===== src/cyclic_code_systematic_encoder_macros.svh =====
// Assertion macros shared by the encoder RTL.
// Every macro samples on i_clk and is disabled while i_rst_n is low.
`ifndef CYCLIC_CODE_SYSTEMATIC_ENCODER_MACROS_SVH
`define CYCLIC_CODE_SYSTEMATIC_ENCODER_MACROS_SVH

// Consequent must hold in the same cycle as the antecedent.
`define CCSE_ASSERT_SAME(label, ante, cons, msg) \
    label: assert property (@(posedge i_clk) disable iff (!i_rst_n) (ante) |-> (cons)) \
        else $error(msg);

// Consequent must hold in the cycle after the antecedent.
`define CCSE_ASSERT_NEXT(label, ante, cons, msg) \
    label: assert property (@(posedge i_clk) disable iff (!i_rst_n) (ante) |=> (cons)) \
        else $error(msg);

`endif


===== src/ccse_pkg.sv =====
// Shared types and constants of the cyclic code systematic encoder.
// No dependencies; used by ccse_cell and cyclic_code_systematic_encoder.
package ccse_pkg;

    // Field widths
    localparam int LEN_W     = 6;
    localparam int GEN_W     = 63;
    localparam int CFG_IDX_W = 2;

    // Configuration register indexes
    localparam logic [CFG_IDX_W-1:0] REG_GEN_POLY_LOW = 2'd0;
    localparam logic [CFG_IDX_W-1:0] REG_PARITY_LEN   = 2'd1;

    // Register reset values
    localparam logic [GEN_W-1:0] GEN_RESET = 63'd209;
    localparam logic [LEN_W-1:0] LEN_RESET = 6'd8;

    // Per-cycle control broadcast to every remainder cell
    typedef struct packed {
        logic shift;   // advance the chain this cycle
        logic fb_en;   // apply generator feedback on this shift
        logic clr;     // drop the whole remainder
    } t_cell_ctrl;

endpackage


===== src/cyclic_code_systematic_encoder.sv =====
// Top level of the bit-serial systematic cyclic code encoder.
// Depends on ccse_pkg, ccse_cell and cyclic_code_systematic_encoder_macros.svh.
//
// Message request (i_msg_valid/o_msg_ready): one bit per request, highest
// degree first, i_msg_last on the final bit. Each bit reaches the code channel
// in the cycle after acceptance; a message's bits go back to back unless stalled.
// Code channel (o_code_valid/i_code_ready): codeword bits with o_is_parity and
// o_word_last, from one output register that reloads when empty or drained.
// After the last message bit the chain runs parity_len zero shifts and then
// shifts out parity_len parity bits, one per cycle the receiver takes them;
// the message channel is held off meanwhile.
// Configuration (i_cfg_valid/o_cfg_ready, always ready): index 0 writes
// gen_poly_low, index 1 writes parity_len (saturated to MAX_PARITY); write
// only while the block is idle.
// Reset (synchronous, active low) clears the remainder and the output valid flag
// and restores the generator 0xD1 with parity_len 8.
// A stalled receiver holds the output bit and stops parity emission and
// message acceptance until the bit is taken; zero shifts run on regardless.
module cyclic_code_systematic_encoder #(
    parameter int MAX_PARITY = 63
) (
    input  logic                           i_clk,
    input  logic                           i_rst_n,
    input  logic                           i_cfg_valid,
    output logic                           o_cfg_ready,
    input  logic [ccse_pkg::CFG_IDX_W-1:0] i_cfg_index,
    input  logic [ccse_pkg::GEN_W-1:0]     i_cfg_data,
    input  logic                           i_msg_valid,
    output logic                           o_msg_ready,
    input  logic                           i_msg_bit,
    input  logic                           i_msg_last,
    output logic                           o_code_valid,
    input  logic                           i_code_ready,
    output logic                           o_code_bit,
    output logic                           o_is_parity,
    output logic                           o_word_last
);
    import ccse_pkg::*;

`include "cyclic_code_systematic_encoder_macros.svh"

    localparam int IW = (MAX_PARITY > 1) ? $clog2(MAX_PARITY) : 1;
    localparam logic [LEN_W-1:0] MAX_LEN  = LEN_W'(MAX_PARITY);
    localparam logic [LEN_W-1:0] LEN_INIT = (LEN_RESET > MAX_LEN) ? MAX_LEN : LEN_RESET;
    localparam logic [LEN_W-1:0] CNT_ONE  = LEN_W'(1);

    localparam logic [1:0] ST_MSG  = 2'd0;
    localparam logic [1:0] ST_ZERO = 2'd1;
    localparam logic [1:0] ST_EMIT = 2'd2;

    logic [MAX_PARITY-1:0] r_gen;
    logic [LEN_W-1:0]      r_len;
    logic [1:0]            r_state;
    logic [1:0]            n_state;
    logic [LEN_W-1:0]      r_cnt;
    logic [LEN_W-1:0]      n_cnt;
    logic                  r_out_valid;
    logic                  r_out_bit;
    logic                  r_out_parity;
    logic                  r_out_last;

    logic [MAX_PARITY-1:0] w_rem;
    logic [MAX_PARITY-1:0] w_prev;
    logic [IW-1:0]         w_top_idx;
    logic                  w_top;
    logic                  w_slot;
    logic                  w_msg_acc;
    logic                  w_in_bit;
    t_cell_ctrl            w_ctrl;
    logic                  w_out_load;
    logic                  w_new_bit;
    logic                  w_new_par;
    logic                  w_new_last;
    logic [LEN_W-1:0]      w_len_m1;
    logic                  w_last_acc;
    logic                  w_emit_end;
    logic                  w_out_final;

    // Configuration registers
    assign o_cfg_ready = 1'b1;

    always_ff @(posedge i_clk) begin
        if (!i_rst_n) begin
            r_gen <= GEN_RESET[MAX_PARITY-1:0];
            r_len <= LEN_INIT;
        end else if (i_cfg_valid) begin
            unique case (i_cfg_index)
                REG_GEN_POLY_LOW: r_gen <= i_cfg_data[MAX_PARITY-1:0];
                REG_PARITY_LEN: begin
                    r_len <= (i_cfg_data[LEN_W-1:0] > MAX_LEN) ? MAX_LEN
                                                               : i_cfg_data[LEN_W-1:0];
                end
                default: ;
            endcase
        end
    end

    // Handshake on the message side
    assign w_slot      = !r_out_valid || i_code_ready;
    assign o_msg_ready = (r_state == ST_MSG) && w_slot;
    assign w_msg_acc   = i_msg_valid && o_msg_ready;

    // Select the top coefficient of the current degree
    assign w_len_m1  = r_len - CNT_ONE;
    assign w_top_idx = w_len_m1[IW-1:0];
    assign w_top     = (r_len != '0) && w_rem[w_top_idx];

    // Sequence message shifts, zero shifts and parity emission
    always_comb begin
        n_state    = r_state;
        n_cnt      = r_cnt;
        w_ctrl     = '0;
        w_in_bit   = 1'b0;
        w_out_load = 1'b0;
        w_new_bit  = 1'b0;
        w_new_par  = 1'b0;
        w_new_last = 1'b0;
        unique case (r_state)
            ST_MSG: begin
                if (w_msg_acc) begin
                    w_ctrl.shift = 1'b1;
                    w_ctrl.fb_en = 1'b1;
                    w_in_bit     = i_msg_bit;
                    w_out_load   = 1'b1;
                    w_new_bit    = i_msg_bit;
                    w_new_last   = i_msg_last && (r_len == '0);
                    if (i_msg_last && (r_len != '0)) begin
                        n_state = ST_ZERO;
                        n_cnt   = r_len;
                    end
                end
            end
            ST_ZERO: begin
                w_ctrl.shift = 1'b1;
                w_ctrl.fb_en = 1'b1;
                if (r_cnt == CNT_ONE) begin
                    n_state = ST_EMIT;
                    n_cnt   = r_len;
                end else begin
                    n_cnt = r_cnt - CNT_ONE;
                end
            end
            ST_EMIT: begin
                if (w_slot) begin
                    w_ctrl.shift = 1'b1;
                    w_out_load   = 1'b1;
                    w_new_bit    = w_top;
                    w_new_par    = 1'b1;
                    w_new_last   = (r_cnt == CNT_ONE);
                    n_cnt        = r_cnt - CNT_ONE;
                    if (r_cnt == CNT_ONE) begin
                        w_ctrl.clr = 1'b1;
                        n_state    = ST_MSG;
                    end
                end
            end
            default: begin
                n_state = ST_MSG;
            end
        endcase
    end

    always_ff @(posedge i_clk) begin
        if (!i_rst_n) begin
            r_state <= ST_MSG;
            r_cnt   <= '0;
        end else begin
            r_state <= n_state;
            r_cnt   <= n_cnt;
        end
    end

    // Remainder chain: each cell takes its lower neighbor's bit
    for (genvar g = 0; g < MAX_PARITY; g++) begin : g_cell
        if (g == 0) begin : g_first
            assign w_prev[g] = w_in_bit;
        end else begin : g_rest
            assign w_prev[g] = w_rem[g-1];
        end
        ccse_cell #(
            .IDX (g)
        ) u_cell (
            .i_clk   (i_clk),
            .i_rst_n (i_rst_n),
            .i_ctrl  (w_ctrl),
            .i_len   (r_len),
            .i_prev  (w_prev[g]),
            .i_top   (w_top),
            .i_gen   (r_gen[g]),
            .o_bit   (w_rem[g])
        );
    end

    // Output register: load a new bit or drain when taken
    always_ff @(posedge i_clk) begin
        if (!i_rst_n) begin
            r_out_valid <= 1'b0;
        end else if (w_out_load) begin
            r_out_valid <= 1'b1;
        end else if (i_code_ready) begin
            r_out_valid <= 1'b0;
        end
    end

    always_ff @(posedge i_clk) begin
        if (w_out_load) begin
            r_out_bit    <= w_new_bit;
            r_out_parity <= w_new_par;
            r_out_last   <= w_new_last;
        end
    end

    assign o_code_valid = r_out_valid;
    assign o_code_bit   = r_out_bit;
    assign o_is_parity  = r_out_parity;
    assign o_word_last  = r_out_last;

    // Checks on sequencing
    assign w_last_acc  = w_msg_acc && i_msg_last && (r_len != '0);
    assign w_emit_end  = (r_state == ST_EMIT) && w_out_load && (r_cnt == CNT_ONE);
    assign w_out_final = o_code_valid && o_word_last && o_is_parity;

    `CCSE_ASSERT_NEXT(a_last_starts_zero, w_last_acc, r_state == ST_ZERO, "no zero shifts")
    `CCSE_ASSERT_NEXT(a_emit_end_clears, w_emit_end, w_rem == '0, "remainder not cleared")
    `CCSE_ASSERT_NEXT(a_emit_end_idle, w_emit_end, r_state == ST_MSG, "not back to message")
    `CCSE_ASSERT_SAME(a_zero_no_output, r_state == ST_ZERO, !w_out_load, "load in zero shifts")
    `CCSE_ASSERT_NEXT(a_final_parity_flag, w_emit_end, w_out_final, "final parity unflagged")

endmodule


===== src/ccse_cell.sv =====
// One remainder cell of the encoder shift chain: holds one coefficient.
// Depends on ccse_pkg for the control struct and length width.
module ccse_cell #(
    parameter int IDX = 0
) (
    input  logic                       i_clk,
    input  logic                       i_rst_n,
    input  ccse_pkg::t_cell_ctrl       i_ctrl,
    input  logic [ccse_pkg::LEN_W-1:0] i_len,
    input  logic                       i_prev,
    input  logic                       i_top,
    input  logic                       i_gen,
    output logic                       o_bit
);
    import ccse_pkg::*;

    localparam logic [LEN_W-1:0] IDX_L = LEN_W'(IDX);

    logic r_bit;
    logic n_bit;

    // Clear, or shift in neighbor bit with feedback; drop bits at or above the degree
    always_comb begin
        n_bit = r_bit;
        if (i_ctrl.clr) begin
            n_bit = 1'b0;
        end else if (i_ctrl.shift) begin
            if (IDX_L < i_len) begin
                n_bit = i_prev ^ (i_top & i_gen & i_ctrl.fb_en);
            end else begin
                n_bit = 1'b0;
            end
        end
    end

    always_ff @(posedge i_clk) begin
        if (!i_rst_n) begin
            r_bit <= 1'b0;
        end else begin
            r_bit <= n_bit;
        end
    end

    assign o_bit = r_bit;

endmodule


===== config.mk =====
export PLATFORM = sky130hd
export DESIGN_NAME = cyclic_code_systematic_encoder
export DESIGN_NICKNAME = d
export VERILOG_FILES = /design/src/ccse_pkg.sv /design/src/cyclic_code_systematic_encoder.sv /design/src/ccse_cell.sv
export VERILOG_INCLUDE_DIRS = /design/src /design/src/src
export SDC_FILE = /design/constraint.sdc
export NUM_CORES = 1
export LEC_CHECK = 0
export BUFFER_PORTS_ARGS = -buffer_cell sky130_fd_sc_hd__buf_4
export CORE_MARGIN = 1
export CORE_UTILIZATION = 65
export CTS_CLUSTER_SIZE = 40
export DETAILED_ROUTE_END_ITERATION = 7
export HOLD_SLACK_MARGIN = 0.15
export PLACE_DENSITY_LB_ADDON = 0.3
export RECOVER_POWER = 25
export SLEW_MARGIN = 5
export SYNTH_ARGS = -nofsm -noshare
export SYNTH_HDL_FRONTEND = slang
export SYNTH_SLANG_ARGS = --single-unit

===== constraint.sdc =====
create_clock -name i_clk -period 9.2 [get_ports i_clk]
set_input_delay 0.46 -clock i_clk [delete_from_list [all_inputs] [get_ports i_clk]]
set_output_delay 0.46 -clock i_clk [all_outputs]
set_load 0.005 [all_outputs]

==> impl_metrics.csv <==
group,metric,value,unit
drt,wirelength,25800,um
drt,drt_iter0_drc,1238,
critical_path,path_class,"in2reg",
clock_tree,htreeDepth,4,
critical_path,cp_data_required_time,9460,ps
clock_tree,cts.repair.resized,0,
critical_path,worst-path-stages,9,
clock_tree,ctsRootBufferMaster,"clkbuf_16",
run_status,outcome,"finished with violations",
finish,layout_commonest_cell,"nand2_1",
floorplanning,fp-row-count,40,
timing,period_needed,4510,ps
synth,postSynthCellCount,1088,
global_route,top_usage_layer,"met2",
hold_path,min_path_type,"in2reg",
synth,synth_edf_count,3,
finish,final_layout_size_suffix_gt1_frac,0.131,
place,place_congestion,0.994,
finish,fin_nets,1192,
global_route,use_met3,0.103,
critical_path,crit_top_cell,"clkbuf_1",
finish,utilization,0.769,
clock_tree,cts_tree,"done",
synth,synth_top_cells_by_area,"dfxtp_1, nand2_1, o21ai_0",
pwr,p_leak,0.00334,uW
synth,synth_area_leader_cell,"dfxtp_1",
synth,synth_flop_cell,"dfxtp_1",
synth,ys_warn_count,0,
critical_path,reg2reg_slack,4910,ps
critical_path,crit_path_end_kind,"flip-flop",
synth,ys_seq_area_frac,0.356,
floorplanning,die_y,114,um
floorplanning,start_util,0.673,
global_route,grt_pass1_vias,7880,
clock_tree,clk_pin_slew,60,ps
finish,num-fill-cells,904,
critical_path,crit_start,"i_rst_n",
pwr,peakVddDrop,151,uV
floorplanning,die_w,114,um
critical_path,reg2regPathDepth,8,
timing,tightest_slew,3350,ps
floorplanning,ios,78,
synth,syn_nets,1171,
place,place_hpwl,16300,um
finish,area_delta_synth_final,14.3,%
finish,finish.instance_area,9350,um^2
clock_tree,numCtsBuffers,17,
flow_run,maxCapViolations,2,
synth,synthDominantCellAreaShare,0.345,
critical_path,crit_family,"buffers and inverters",
timing,hold_viol,0,
timing,max_freq,0.222,GHz
global_route,grt_usage,0.401,
synth,avgSynthCellArea,7.52,um^2
finish,final_cell_mix,"nand2_1, dfxtp_1, o21ai_0",
critical_path,timing.rr.start,"r_len[1]$_SDFFE_PN0P_",
critical_path,endpoint,"g_cell[29].u_cell.o_bit$_SDFFE_PP0P_",
critical_path,max_stage_delay,2330,ps
pwr,p_per_area,189,nW/um^2
clock_tree,post_cts_buffers,0,
floorplanning,core-area,12200,um^2
clock_tree,clk_path_buf_depth,2,
timing,tns,0,ps
timing,clock_skew,8.94,ps
global_route,grt_start_max_net_pins,75,
critical_path,worstPathCellList,"clkbuf_1 -> clkinv_1 -> clkbuf_1 -> a41o_1 -> or3_1 -> nor3b_1 -> inv_1 -> a2bb2oi_1 -> o211ai_1",
global_route,grtUsageMet2,0.616,
timing,final_max_slew_viol_count,139,
global_route,grt_util_met1,0.518,
critical_path,worstPathMaxFanout,74,
finish,n_antenna_cell,0,
floorplanning,die_area,13000,um^2
critical_path,worstPathBufferInverterCount,4,
global_route,grt_overflow_total,0,
drt,dr.pass1.iters,7,
timing,fin_ws,4690,ps
clock_tree,ctsHoldBuffers,0,
global_route,grt_pass1_wl,40400,um
timing,setup_viol,0,
critical_path,slowest_stage,"clkbuf_1",
drt,wl_per_cell,20.0,um
place,pre_cts_ws,5050,ps
clock_tree,cts_sinks,144,
global_route,antenna_found_initial,0,
hold_path,holdPathStages,3,
clock_tree,clock_latency,430,ps
critical_path,crit_path_start_kind,"input pin",
place,placed_area,8720,um^2
synth,netlist_area,8180,um^2
critical_path,timing.rr.end,"g_cell[52].u_cell.o_bit$_SDFFE_PP0P_",
timing,max-slew-margin-rel,-1.23,
timing,rsz0062_at_grt,"false",
synth,synthArstFlopShare,0,
synth,ys_ff_latch,144,
drt,ant_nets,0,
timing,period_share,0.491,
place,port_buffers,76,
synth,ys_types,64,
drt,drc,0,
critical_path,cp.arrival,4770,ps
drt,drt-vias-per-instance,6.80,
drt,vias,8771,
run_status,violations,"max-capacitance violations, max-slew violations",
## power breakdown
part	total (uW)	internal, uW	switching, uW
Combinational	323	95.0	228
Sequential	676	651	25.8
Clock	768	496	272
## layer usage
layer / vias up / part of all wire
li1: 3963 / -
met1: 4055 / 0.38
met2: 632 / 0.45
met3: 121 / 0.12
met4: 0 / 0.046
met5: - / 0
## final cells by class
class,instances,area [um^2],area share
clock buffers,22,465,0.0498
clock inverters,10,181,0.0194
inverters,19,71.3,0.00763
multi-input cells,837,4850,0.518
flip-flops and latches,144,2910,0.312
well taps,168,210,0.0225
repair buffers,90,661,0.0707
## worst reg2reg max path, delay by kind of cell, from the launching register on
kind / cells / cell delay, ps
buffers and inverters: 1 / 170
DFF: 1 / 630
and+or+nand+nor: 2 / 1140
AOI/OAI and AO/OA: 2 / 550
adders and majority gates: 1 / 1000
muxes: 2 / 620
## synth_stat cells, types with 3 or more instances
master / instances
edfxtp_1: 3
o21ai_1: 6
a41o_1: 3
o211ai_1: 26
a22oi_1: 4
a2bb2oi_1: 16
inv_1: 18
or2_2: 6
ha_1: 11
nor3b_1: 3
dfxtp_1: 141
a41oi_1: 7
nand4b_1: 15
buf_6: 5
buf_4: 3
nand3b_1: 14
o21ai_0: 103
nor2_1: 53
nor4b_1: 16
buf_2: 13
and4b_1: 5
mux4_2: 13
nand3_1: 51
o31ai_1: 4
mux2i_1: 13
nor2b_1: 13
and3_1: 3
a21oi_1: 85
nand4_1: 18
a31oi_1: 34
and2_1: 3
nand2b_1: 3
nand2_1: 247
nor3_1: 24
buf_1: 7
nor4_1: 6
clkbuf_1: 60
## kinds of logic (layout without fill, tap and decap cells)
family / Yosys count / after routing / share of synthesized area
buffers and inverters: 107 / 141 / 0.0571
XOR/XNOR: 5 / 5 / 0.00719
adder cells (fa/ha/maj): 11 / 11 / 0.0168
flip-flops: 144 / 144 / 0.356
AO/OA/AOI/OAI: 306 / 306 / 0.224
multiplexers: 27 / 27 / 0.0531
other: 1 / 1 / 0.000458
AND/OR/NAND/NOR: 487 / 487 / 0.285
## metrics by stage
step	hold slack [ps]	power, uW	std cells
5_1_grt	251	1810	1290
3_5_place_dp	451	998	1258
6_report	243	1770	1290
4_1_cts	235	1750	1290
3_3_place_gp	445	992	1258
2_1_floorplan	436	899	1088
## worst min-delay path by stage
stage | endpoint | startpoint
floorplan | r_gen[35]$_SDFFE_PN0P_ | r_gen[35]$_SDFFE_PN0P_
global placement | r_gen[35]$_SDFFE_PN0P_ | r_gen[35]$_SDFFE_PN0P_
detailed placement | r_gen[36]$_SDFFE_PN0P_ | r_gen[36]$_SDFFE_PN0P_
CTS | r_gen[7]$_SDFFE_PN1P_ | i_cfg_data[7]
global route | r_gen[7]$_SDFFE_PN1P_ | i_cfg_data[7]
finish | r_gen[7]$_SDFFE_PN1P_ | i_cfg_data[7]
## flip-flops by register name (all words and copies together), names as in the netlist
signal	count
o_code_bit	1
g_cell.u_cell.o_bit	63
o_word_last	1
o_code_valid	1
r_len	6
r_gen	63
o_is_parity	1
r_state	2
r_cnt	6
(Power assumes the default switching activity.)
